$ cat src/rtl/core/tagged_record_store_core_defines.svh
// ----------------------------------------------------------------------------
// tagged record store core defines
// assertion macros for the file that checks the record store
// ----------------------------------------------------------------------------
`ifndef TAGGED_RECORD_STORE_CORE_DEFINES_SVH
`define TAGGED_RECORD_STORE_CORE_DEFINES_SVH

// same-cycle implication
`define TRS_ASSERT_IMPL(label, clk, rst, ante, cons) \
  label: assert property (@(posedge clk) disable iff (rst) (ante) |-> (cons)) \
    else $error("trs: same-cycle check failed");

// next-cycle implication
`define TRS_ASSERT_NEXT(label, clk, rst, ante, cons) \
  label: assert property (@(posedge clk) disable iff (rst) (ante) |=> (cons)) \
    else $error("trs: next-cycle check failed");

`endif

$ cat src/rtl/core/trs_pkg.sv
// ----------------------------------------------------------------------------
// trs_pkg
// types, codes and helpers of the tagged record store
// ----------------------------------------------------------------------------
package trs_pkg;

  localparam int ENTRIES_DEF   = 16;
  localparam int MAX_BYTES_DEF = 64;

  localparam int TAG_W    = 32;
  localparam int LEN_W    = 7;
  localparam int WIDX_W   = 3;
  localparam int WORD_W   = 64;
  localparam int REQ_W    = 2;
  localparam int STATUS_W = 3;
  localparam int STAGE_DEPTH = 8;

  // slave tdata layout
  localparam int S_TAG_LO   = 0;
  localparam int S_DSIZE_LO = S_TAG_LO + TAG_W;
  localparam int S_BSIZE_LO = S_DSIZE_LO + LEN_W;
  localparam int S_WIDX_LO  = S_BSIZE_LO + LEN_W;
  localparam int S_WORD_LO  = S_WIDX_LO + WIDX_W;
  localparam int S_USED_W   = S_WORD_LO + WORD_W;
  localparam int S_TDATA_W  = ((S_USED_W + 7) / 8) * 8;

  // master tdata layout
  localparam int M_LEN_LO   = 0;
  localparam int M_IDX_LO   = M_LEN_LO + LEN_W;
  localparam int M_WORD_LO  = M_IDX_LO + WIDX_W;
  localparam int M_USED_W   = M_WORD_LO + WORD_W;
  localparam int M_TDATA_W  = ((M_USED_W + 7) / 8) * 8;

  localparam logic [REQ_W-1:0] REQ_GET    = 2'd0;
  localparam logic [REQ_W-1:0] REQ_STORE  = 2'd1;
  localparam logic [REQ_W-1:0] REQ_DELETE = 2'd2;

  localparam logic [STATUS_W-1:0] ST_OK       = 3'd0;
  localparam logic [STATUS_W-1:0] ST_MISS     = 3'd1;
  localparam logic [STATUS_W-1:0] ST_SMALL    = 3'd2;
  localparam logic [STATUS_W-1:0] ST_FULL     = 3'd3;
  localparam logic [STATUS_W-1:0] ST_BAD_SIZE = 3'd4;

  typedef struct packed {
    logic                capture;
    logic                scan_clear;
    logic                scan_step;
    logic                tag_write;
    logic                valid_clear;
    logic                word_clear;
    logic                word_next;
    logic                val_write;
    logic                out_load;
    logic                out_word_mode;
    logic [STATUS_W-1:0] out_status;
  } cmd_t;

  typedef struct packed {
    logic [REQ_W-1:0] in_req;
    logic             in_last;
    logic             in_bad_size;
    logic [REQ_W-1:0] req;
    logic             hit;
    logic             free;
    logic             len_small;
    logic             scan_done;
    logic             commit_last;
    logic             out_last;
  } sts_t;

  // bytes below len within word k
  function automatic logic [WORD_W-1:0] byte_mask(input logic [LEN_W-1:0] len,
                                                   input logic [WIDX_W-1:0] k);
    logic [WORD_W-1:0] m;
    logic [7:0]        pos;
    m = '0;
    for (int b = 0; b < 8; b++) begin
      pos = {2'b00, k, 3'b000} + 8'(b);
      if ({1'b0, len} > pos) begin
        m[b*8 +: 8] = 8'hFF;
      end
    end
    return m;
  endfunction

endpackage

$ cat src/rtl/core/trs_ctrl.sv
// ----------------------------------------------------------------------------
// trs_ctrl
// request sequencer: scan, decide, commit or stream, hand off result beats
// ----------------------------------------------------------------------------
module trs_ctrl (
  input  logic          clk,
  input  logic          rst,
  input  logic          s_tvalid,
  output logic          s_tready,
  output logic          m_tvalid,
  input  logic          m_tready,
  input  trs_pkg::sts_t sts,
  output trs_pkg::cmd_t cmd
);

  typedef enum logic [2:0] {
    IDLE,
    SCAN,
    DECIDE,
    COMMIT,
    RD_WAIT,
    RD_LOAD,
    OUT
  } state_t;

  state_t state;
  state_t state_next;

  assign s_tready = (state == IDLE);

  always_comb begin
    cmd        = '0;
    state_next = state;
    case (state)
      IDLE: begin
        if (s_tvalid) begin
          cmd.capture = 1'b1;
          case (sts.in_req)
            trs_pkg::REQ_GET, trs_pkg::REQ_DELETE: begin
              cmd.scan_clear = 1'b1;
              state_next     = SCAN;
            end
            trs_pkg::REQ_STORE: begin
              if (sts.in_last) begin
                if (sts.in_bad_size) begin
                  cmd.out_load   = 1'b1;
                  cmd.out_status = trs_pkg::ST_BAD_SIZE;
                  state_next     = OUT;
                end else begin
                  cmd.scan_clear = 1'b1;
                  state_next     = SCAN;
                end
              end
            end
            default: begin
              state_next = IDLE;
            end
          endcase
        end
      end
      SCAN: begin
        cmd.scan_step = 1'b1;
        if (sts.scan_done) begin
          state_next = DECIDE;
        end
      end
      DECIDE: begin
        case (sts.req)
          trs_pkg::REQ_GET: begin
            if (!sts.hit) begin
              cmd.out_load   = 1'b1;
              cmd.out_status = trs_pkg::ST_MISS;
              state_next     = OUT;
            end else if (sts.len_small) begin
              cmd.out_load   = 1'b1;
              cmd.out_status = trs_pkg::ST_SMALL;
              state_next     = OUT;
            end else begin
              cmd.word_clear = 1'b1;
              state_next     = RD_WAIT;
            end
          end
          trs_pkg::REQ_STORE: begin
            if (sts.hit || sts.free) begin
              cmd.tag_write  = 1'b1;
              cmd.word_clear = 1'b1;
              state_next     = COMMIT;
            end else begin
              cmd.out_load   = 1'b1;
              cmd.out_status = trs_pkg::ST_FULL;
              state_next     = OUT;
            end
          end
          trs_pkg::REQ_DELETE: begin
            cmd.out_load = 1'b1;
            if (sts.hit) begin
              cmd.valid_clear = 1'b1;
              cmd.out_status  = trs_pkg::ST_OK;
            end else begin
              cmd.out_status = trs_pkg::ST_MISS;
            end
            state_next = OUT;
          end
          default: begin
            state_next = IDLE;
          end
        endcase
      end
      COMMIT: begin
        cmd.val_write = 1'b1;
        if (sts.commit_last) begin
          cmd.out_load   = 1'b1;
          cmd.out_status = trs_pkg::ST_OK;
          state_next     = OUT;
        end else begin
          cmd.word_next = 1'b1;
        end
      end
      RD_WAIT: begin
        state_next = RD_LOAD;
      end
      RD_LOAD: begin
        cmd.out_load      = 1'b1;
        cmd.out_word_mode = 1'b1;
        state_next        = OUT;
      end
      OUT: begin
        if (m_tready) begin
          if (sts.out_last) begin
            state_next = IDLE;
          end else begin
            cmd.word_next = 1'b1;
            state_next    = RD_WAIT;
          end
        end
      end
      default: begin
        state_next = IDLE;
      end
    endcase
  end

  always_ff @(posedge clk) begin
    if (rst) begin
      state    <= IDLE;
      m_tvalid <= 1'b0;
    end else begin
      state    <= state_next;
      m_tvalid <= (state_next == OUT);
    end
  end

endmodule

$ cat config.mk
export PLATFORM = sky130hd
export DESIGN_NAME = trs_ctrl
export DESIGN_NICKNAME = d
export VERILOG_FILES = /design/src/rtl/core/tagged_record_store_core_defines.svh /design/src/rtl/core/trs_pkg.sv /design/src/rtl/core/trs_ctrl.sv
export SDC_FILE = /design/constraint.sdc
export NUM_CORES = 1
export LEC_CHECK = 0
export BUFFER_PORTS_ARGS = -buffer_cell sky130_fd_sc_hd__buf_2
export CAP_MARGIN = 15
export CORE_AREA = 5 5 42 44
export DETAILED_ROUTE_END_ITERATION = 6
export DIE_AREA = 0 0 47 49
export PLACE_DENSITY = 0.75
export SLEW_MARGIN = 20
export SYNTH_ARGS = -nofsm -noshare
export SYNTH_HDL_FRONTEND = slang
export SYNTH_SLANG_ARGS = --single-unit
$ cat constraint.sdc
create_clock -name clk -period 2.8 [get_ports clk]
set_clock_uncertainty 0.15 [all_clocks]
set_input_delay 0 -clock clk [delete_from_list [all_inputs] [get_ports clk]]
set_output_delay 0 -clock clk [all_outputs]
set_load 0.01 [all_outputs]
* After elaboration in Yosys (flattened, before gate mapping)
Cells that the tools add are included.
Cells by class: eq/ne operators 11, multiplexer cells 53, reduce and logical (&&, ||, !) cells 5
Operators with widths (count):
- $mux W3 | 14
- $mux W1 | 23
- $pmux W3 S7 | 1
- $pmux W3 S3 | 2
- $eq A3 B3 Y1 const B | 4
- $mux W2 | 6
- $pmux W3 S2 | 2
- $eq A3 B2 Y1 const B | 2
- $pmux W1 S2 | 3
- $eq A2 B1 Y1 const B | 2
- $eq A2 B2 Y1 const B | 2
- $logic_not A2 Y1 | 2
- $pmux W1 S4 | 1
- $eq A3 B1 Y1 const B | 1
- $logic_not A3 Y1 | 1
- $pmux W1 S3 | 1
- $reduce_or A2 Y1 | 1
- $logic_or A1 B1 Y1 | 1
Storage, ports and cells: register bits after elaboration 4

* Depth between registers and ports, before layout
Gate-level depths: netlist of run 1.
depth after elaboration 6, depth in mapped cells 6

* Worst setup path after synthesis of run 1
Ideal clock, no wire load.
path kind register -> register, start point register state[2], end point register m_tvalid, setup slack 1212 ps, arrival time 1323 ps, cell stages (with the launch flop) 5, cell sequence dfxtp_1 > nor4b_4 > a21boi_1 > nor3_1 > and3_1
On the way: cells in the longest elaborated chain, start to end 5, elaborated cells on any way between the ends 15, classes of those cells eq/ne: 7; mux: 7; reduce/logical: 1
Ends and longest elaborated chain:
- start, declared | line trs_ctrl.sv:26 | state_t state;
- start signal, assigned | line trs_ctrl.sv:148 | state <= state_next;
- $mux W3 | line trs_ctrl.sv:44 | if (sts.in_last) begin
- $pmux W3 S2 | line trs_ctrl.sv:38 | case (sts.in_req)
- $mux W3 | line trs_ctrl.sv:36 | if (s_tvalid) begin
- $pmux W3 S7 (*) | line trs_ctrl.sv:34 | case (state)
- $eq A3 B3 Y1 (*) | line trs_ctrl.sv:149 | m_tvalid <= (state_next == OUT);
- end signal, assigned | line trs_ctrl.sv:149
- end, declared | line trs_ctrl.sv:10 | output logic m_tvalid,
Mark *: on every way between the ends. The rest lies on a longest branch, timed or not. A chain may end at the register's enable or synchronous reset.

==> impl_metrics.json, run 1 <==
{
  "run_status": "finished, final reports clean",
  "synth_flop_cell": "sky130_fd_sc_hd__dfxtp_1",
  "postSynthAreaPerCell_um2": 7.81,
  "portBuffers": 30,
  "max_clock_freq_mhz": 566,
  "total_power_mw": 0.228,
  "irDropWorstVdd_mv": 0.128,
  "main_area_contributors_after_synthesis": "sky130_fd_sc_hd__dfxtp_1 15%, sky130_fd_sc_hd__ha_1 9.2%, sky130_fd_sc_hd__nor2_1 6.9%",
  "cts.clk_slew.worst_paths_ns": 0.03,
  "most-common-layout-cells": "30 x sky130_fd_sc_hd__buf_2, 10 x sky130_fd_sc_hd__nor2_1, 5 x sky130_fd_sc_hd__nor2b_1, 5 x sky130_fd_sc_hd__o21ai_0",
  "postSynthRegisterBits": 4,
  "finalHoldViolations": 0,
  "hold-path-endpoint": "state[1]$_SDFF_PP0_",
  "synth_sequential_area_ratio": 0.146,
  "chipWidth_um": 47,
  "global_route.usage.total": 0.135,
  "drv_cap": 0,
  "timing.rr.start": "state[1]$_SDFF_PP0_",
  "avgRoutedWirePerCell_um": 12.5,
  "cts_buffer_depth": 2,
  "min_delay_path_depth": 4,
  "crit_arrival_ns": 1.62,
  "cp_max_fo": 14,
  "first_global_vias": 606,
  "yosys_warnings": 0,
  "syn_inst": 70,
  "multi_input_area_um2": 425,
  "cts_setup_buffers": 0,
  "leading_cell_type_in_the_layout_fill_and_taps_excluded": "sky130_fd_sc_hd__buf_2",
  "synthesis.nets": 90,
  "grt-ovfl-total": 0,
  "design.die.area_um2": 2300,
  "cts.root.buffer_cell": "sky130_fd_sc_hd__clkbuf_4",
  "gr-max-usage-layer": "met2",
  "r2r-end": "m_tvalid$_SDFF_PP0_",
  "row_count": 14,
  "tritoncts.num_buffers": 3,
  "route.detailed.drc": 0,
  "antenna_found_initial": 0,
  "rel_slew_slack": 0.666,
  "initial_core_util": 0.390,
  "start_kind": "flip-flop",
  "routed_wirelength_mm": 1.47,
  "use_met2": 0.265,
  "core_area_um2": 1400,
  "critPathRequiredTime_ns": 2.65,
  "worstHoldStart": "sts[2]",
  "tritoncts_clock_tree": "built",
  "min-delay-path-class": "in -> reg",
  "routabilityCongestion": 0.763,
  "unrepaired_setup_endpoints_after_global_routing": "no",
  "sequential_cell_area_um2": 80.1,
  "setup-tns-final_ns": 0,
  "grt_start_max_net_pins": 15,
  "dieHeight_um": 49,
  "period_share": 0.631,
  "netlist-cell-type-count": 31,
  "nets": 123,
  "antenna_violating_nets_post_route": 0,
  "synth.largest_area_cell": "sky130_fd_sc_hd__dfxtp_1",
  "met3_usage": 0.00738,
  "cts_repair_resize_count": 0,
  "hpwl_mm": 1.20,
  "endpoint_kind": "primary output",
  "synth_edf_count": 0,
  "timing.final.crit_period_ns": 1.77,
  "num_antenna_cells": 0,
  "post_route_cells_drive_above_1_share": 0.366,
  "placed_cells_incl_taps": 113,
  "final-setup-viol-count": 0,
  "reg2reg_slack_ns": 1.05,
  "via_count": 625,
  "cellPowerDensity_nw_per_um2": 315,
  "slew_viol_final": 0,
  "fillerInstances": 156,
  "cts.sink_count": 4,
  "leakagePower_nw": 0.360,
  "clock_tree.htree_level_count": 1,
  "instances_no_fill": 117,
  "timing.setup.critical_path_class": "reg -> out",
  "synth_top_area_frac": 0.146,
  "grt_pass1_wl_mm": 2.37,
  "synthesis.area_um2": 547,
  "detail_route.first_pass.iterations": 3,
  "max_slew.worst_pin.slew_ns": 0.500,
  "post_drt_via_cell_ratio": 5.34,
  "gr-usage-met1": 0.134,
  "synth_async_sr_flop_share": 0,
  "drt-initial-drc-count": 3,
  "worst_skew_pair.late_latency_ns": 0.23,
  "synthToLayoutAreaGrowth_pct": 32.3,
  "ff2ff_path_depth": 4,
  "count_of_hold_buffers_inserted_by_post_cts_repair": 1,
  "io-pin-count": 31,
  "timing.critical_path.from": "state[1]$_SDFF_PP0_"
}
==> synthesized netlist by cell type, types with 2 or more instances <==
cell	n
sky130_fd_sc_hd__nor2_1	10
sky130_fd_sc_hd__nor2b_1	5
sky130_fd_sc_hd__o21ai_0	5
sky130_fd_sc_hd__a21oi_1	4
sky130_fd_sc_hd__dfxtp_1	4
sky130_fd_sc_hd__ha_1	4
sky130_fd_sc_hd__inv_1	4
sky130_fd_sc_hd__nor3b_1	4
sky130_fd_sc_hd__and3_1	2
sky130_fd_sc_hd__buf_4	2
sky130_fd_sc_hd__nand2_1	2
sky130_fd_sc_hd__nand2b_1	2
sky130_fd_sc_hd__nand3b_1	2
sky130_fd_sc_hd__nor3_1	2
sky130_fd_sc_hd__or3b_1	2
==> routing by layer <==
layer | share of wire | up-vias
li1 | - | 320
met1 | 0.36 | 286
met2 | 0.57 | 19
met3 | 0.072 | 0
met4 | 0 | 0
met5 | 0 | -
==> state kept, by name (all words and copies together) (netlist names) <==
register / cells
state: 3
m_tvalid: 1
==> worst max-delay path, cell delays in order, from the launching register on <==
cell,delay (ns)
sky130_fd_sc_hd__dfxtp_1,0.60
sky130_fd_sc_hd__nor3b_1,0.28
sky130_fd_sc_hd__or2b_1,0.27
sky130_fd_sc_hd__nor2_1,0.11
sky130_fd_sc_hd__buf_2,0.14
==> cell families (layout without fill, tap and decap cells) <==
| group | Yosys count | in the layout | share of synthesized area |
|---|---|---|---|
| AOI/OAI and AO/OA | 18 | 18 | 0.236 |
| adders and majority gates | 4 | 4 | 0.0915 |
| buffers and inverters | 7 | 38 | 0.0755 |
| DFF | 4 | 4 | 0.146 |
| muxes | 1 | 1 | 0.0183 |
| and+or+nand+nor | 36 | 36 | 0.433 |
==> power by group <==
group / switching (mW) / total [mW] / internal, mW / leakage [nW]
combinational: 0.0423 / 0.0853 / 0.0429 / 0.314
clock: 0.0195 / 0.0671 / 0.0477 / 0.0138
sequential: 0.0140 / 0.0752 / 0.0612 / 0.0325
==> worst max path at each step <==
| stage | slack (ns) | to | cells past startpoint |
|---|---|---|---|
| floorplan | 1.21 | m_tvalid$_SDFF_PP0_ | 4 |
| global placement | 1.12 | m_tvalid$_SDFF_PP0_ | 4 |
| detailed placement | 1.07 | m_tvalid$_SDFF_PP0_ | 4 |
| CTS | 1.04 | cmd[1] | 4 |
| global route | 0.92 | cmd[1] | 4 |
| finish | 1.03 | cmd[1] | 4 |
==> per-stage QoR <==
step	instance area (um^2)	util	setup WS, ns	hold slack [ns]
global placement	691	0.493	1.12	0.181
global route	723	0.516	0.917	0.105
finish	723	0.516	1.03	0.0475
floorplan	547	-	1.21	-0.102
CTS	723	0.516	1.04	0.0515
detailed placement	691	0.493	1.07	0.196
==> cell type report <==
class / count / area share
Sequential cell: 4 / 0.111
Clock buffer: 3 / 0.0311
Timing Repair Buffer: 31 / 0.221
Tap cell: 16 / 0.0277
Multi-Input combinational cell: 59 / 0.588
Inverter: 4 / 0.0208
Power figures use the tool's default switching activity.
==> inputs of run 2 (changes only) <==
--- a/config.mk
+++ b/config.mk
@@ -7,10 +7,10 @@
 export LEC_CHECK = 0
 export BUFFER_PORTS_ARGS = -buffer_cell sky130_fd_sc_hd__buf_2
 export CAP_MARGIN = 15
-export CORE_AREA = 5 5 42 44
+export CORE_MARGIN = 5
+export CORE_UTILIZATION = 38
 export DETAILED_ROUTE_END_ITERATION = 6
-export DIE_AREA = 0 0 47 49
-export PLACE_DENSITY = 0.75
+export PLACE_DENSITY = 0.73
 export SLEW_MARGIN = 20
 export SYNTH_ARGS = -nofsm -noshare
 export SYNTH_HDL_FRONTEND = slang
==> constraint.sdc (replaced) <==
create_clock -name clk -period 1.6 [get_ports clk]
set_clock_uncertainty 0.15 [all_clocks]
set_input_delay 0 -clock clk [delete_from_list [all_inputs] [get_ports clk]]
set_output_delay 0 -clock clk [all_outputs]
set_load 0.01 [all_outputs]
==> impl_metrics.json, run 2 (synthesis gave the netlist of run 1 again) <==
{
  "antenna_found_initial": 0,
  "num_antenna_cells": 0,
  "row_count": 13,
  "net-switching-power_mw": 0.147,
  "tritoncts.num_buffers": 3,
  "most-common-layout-cells": "29 x sky130_fd_sc_hd__buf_2, 9 x sky130_fd_sc_hd__nor2_1, 7 x sky130_fd_sc_hd__buf_4, 5 x sky130_fd_sc_hd__nor2b_1, 5 x sky130_fd_sc_hd__o21ai_0",
  "rel_slew_slack": 0.771,
  "cp_max_fo": 4,
  "max_slew.worst_pin.slew_ns": 0.343,
  "p_clk_frac": 0.282,
  "cellPowerDensity_nw_per_um2": 535,
  "cts.sink_count": 4,
  "critPathSlowestCell": "sky130_fd_sc_hd__dfxtp_2",
  "leakagePower_nw": 0.404,
  "detailroute.wirelength.met2_um": 689,
  "detail_route.first_pass.iterations": 4,
  "crit_chain": "buf_6 > nor4b_4 > a41oi_2 > nand3b_1 > buf_2",
  "via_count": 652,
  "power_report.internal_total_mw": 0.292,
  "io-pin-count": 31,
  "route.detailed.drc": 0,
  "portBuffers": 30,
  "worst_slack_ns": -0.0112,
  "grt-ovfl-total": 0,
  "seqPwrFrac": 0.279,
  "worst_skew_pair.late_latency_ns": 0.23,
  "timing.final.crit_period_ns": 1.61,
  "routabilityCongestion": 0.826,
  "tritoncts_clock_tree": "built",
  "irDropWorstVdd_mv": 0.222,
  "path_buf_inv": 2,
  "antenna_violating_nets_post_route": 0,
  "finalHoldViolations": 0,
  "top_metal_layer_carrying_routed_signals": "met4",
  "p_comb_frac": 0.440,
  "slew_viol_final": 0,
  "dpl_worst_slack_ns": 0.00767,
  "met1_length_um": 677,
  "endpoint_kind": "primary output",
  "critical-path-max-stage-delay_ns": 0.32,
  "run_status": "finished, violations left",
  "initial_core_util": 0.410,
  "final-setup-viol-count": 1,
  "total_power_mw": 0.438,
  "crit_arrival_ns": 1.46,
  "leading_cell_type_in_the_layout_fill_and_taps_excluded": "sky130_fd_sc_hd__buf_2",
  "clock_tree.htree_level_count": 1,
  "start_kind": "flip-flop",
  "met3WireLength_um": 136,
  "dieHeight_um": 47.9,
  "max_clock_freq_mhz": 621,
  "synthToLayoutAreaGrowth_pct": 49.7,
  "design.die.area_um2": 2300,
  "drt-initial-drc-count": 7,
  "violations": "setup timing",
  "switching_share_of_power": 0.335,
  "min-delay-path-class": "in -> reg",
  "fillerInstances": 126,
  "post_route_cells_drive_above_1_share": 0.468,
  "largest_registers": "state (3), m_tvalid (1)",
  "period_share": 1.01,
  "chipWidth_um": 47.9,
  "routed_wirelength_mm": 1.51,
  "max_reg_flops": 3,
  "critPathRequiredTime_ns": 1.45,
  "unrepaired_setup_endpoints_after_global_routing": "yes",
  "cts.clk_slew.worst_paths_ns": 0.04,
  "first_global_vias": 568,
  "global_route.usage.total": 0.137,
  "grt_start_max_net_pins": 10,
  "cts.root.buffer_cell": "sky130_fd_sc_hd__clkbuf_4",
  "drv_cap": 0,
  "cts_buffer_depth": 2,
  "nets": 131,
  "timing.setup.critical_path_class": "reg -> out",
  "grt_pass1_wl_mm": 2.26,
  "post_drt_via_cell_ratio": 5.26,
  "largest-register": "state",
  "largest_delay_share_family_worst_path": "simple AND/OR/NAND/NOR gates",
  "hpwl_mm": 1.20,
  "core_area_um2": 1330,
  "avgRoutedWirePerCell_um": 12.2
}
-- run 2: cell count changes in the layout (fill, tap and decap cells not counted), sizes merged --
| cell | previous run | this run |
|---|---|---|
| buf | 30 | 38 |
-- run 2: metrics by stage --
stage	cells	instance area, um^2	hold WS (ns)	setup TNS, ns	utilization
6_report	124	818	0.0679	-0.0112	0.614
5_1_grt	124	818	0.0896	-0.340	0.614
4_1_cts	124	788	0.0479	-0.0274	0.591
3_5_place_dp	117	727	0.175	0	0.545
3_3_place_gp	117	727	0.161	0	0.545
2_1_floorplan	70	547	-0.102	0	-
-- run 2: path summary, 6_finish.rpt --
check | start | end | slack, ns | cells past startpoint
max reg2reg | state[1]$_SDFF_PP0_ | m_tvalid$_SDFF_PP0_ | 0.04 | 5
min | sts[2] | state[1]$_SDFF_PP0_ | 0.07 | 4
max | state[1]$_SDFF_PP0_ | cmd[4] | -0.01 | 5
min reg2reg | state[2]$_SDFF_PP0_ | state[0]$_SDFF_PP0_ | 0.60 | 3
-- run 2: area by class of cell --
| cell class | instances | area, um^2 | area share |
|---|---|---|---|
| multi-input combinational | 59 | 445 | 0.544 |
| timing repair buffer | 39 | 230 | 0.281 |
| sequential | 4 | 86.3 | 0.106 |
| clock buffer | 3 | 22.5 | 0.0275 |
| tap | 15 | 18.8 | 0.0229 |
| inverter | 4 | 15.0 | 0.0183 |
-- run 2: repair_timing --
action | in CTS | in global routing
hold buffers | 1 | 0
pin swaps | 3 | 2
buffers inserted | 3 | 0
endpoints found under the hold margin | 1 | 0
setup endpoints to repair | 4 | 9
resized for setup | 3 | 7
-- run 2: worst register-to-register path, stage by stage, from the launching register on --
cell and delay [ns]:
sky130_fd_sc_hd__dfxtp_2 0.32, sky130_fd_sc_hd__buf_6 0.13, sky130_fd_sc_hd__nor4b_4 0.32, sky130_fd_sc_hd__a41oi_2 0.20
sky130_fd_sc_hd__a31oi_2 0.22, sky130_fd_sc_hd__and3_1 0.17
-- run 2: per-layer routing --
layer  track usage  up-vias
met5             0        -
met4        0.0538        0
met3        0.0451        2
met2         0.227       24
met1         0.162      294
li1              -      332
-- run 2: power by group through the flow --
stage               Clock (mW)  Sequential [mW]  Combinational [mW]
finish                   0.123            0.122               0.193
global route             0.137            0.124               0.210
CTS                      0.130            0.121               0.185
detailed placement           0            0.122               0.172
global placement             0            0.121               0.171
floorplan                    0            0.117               0.111
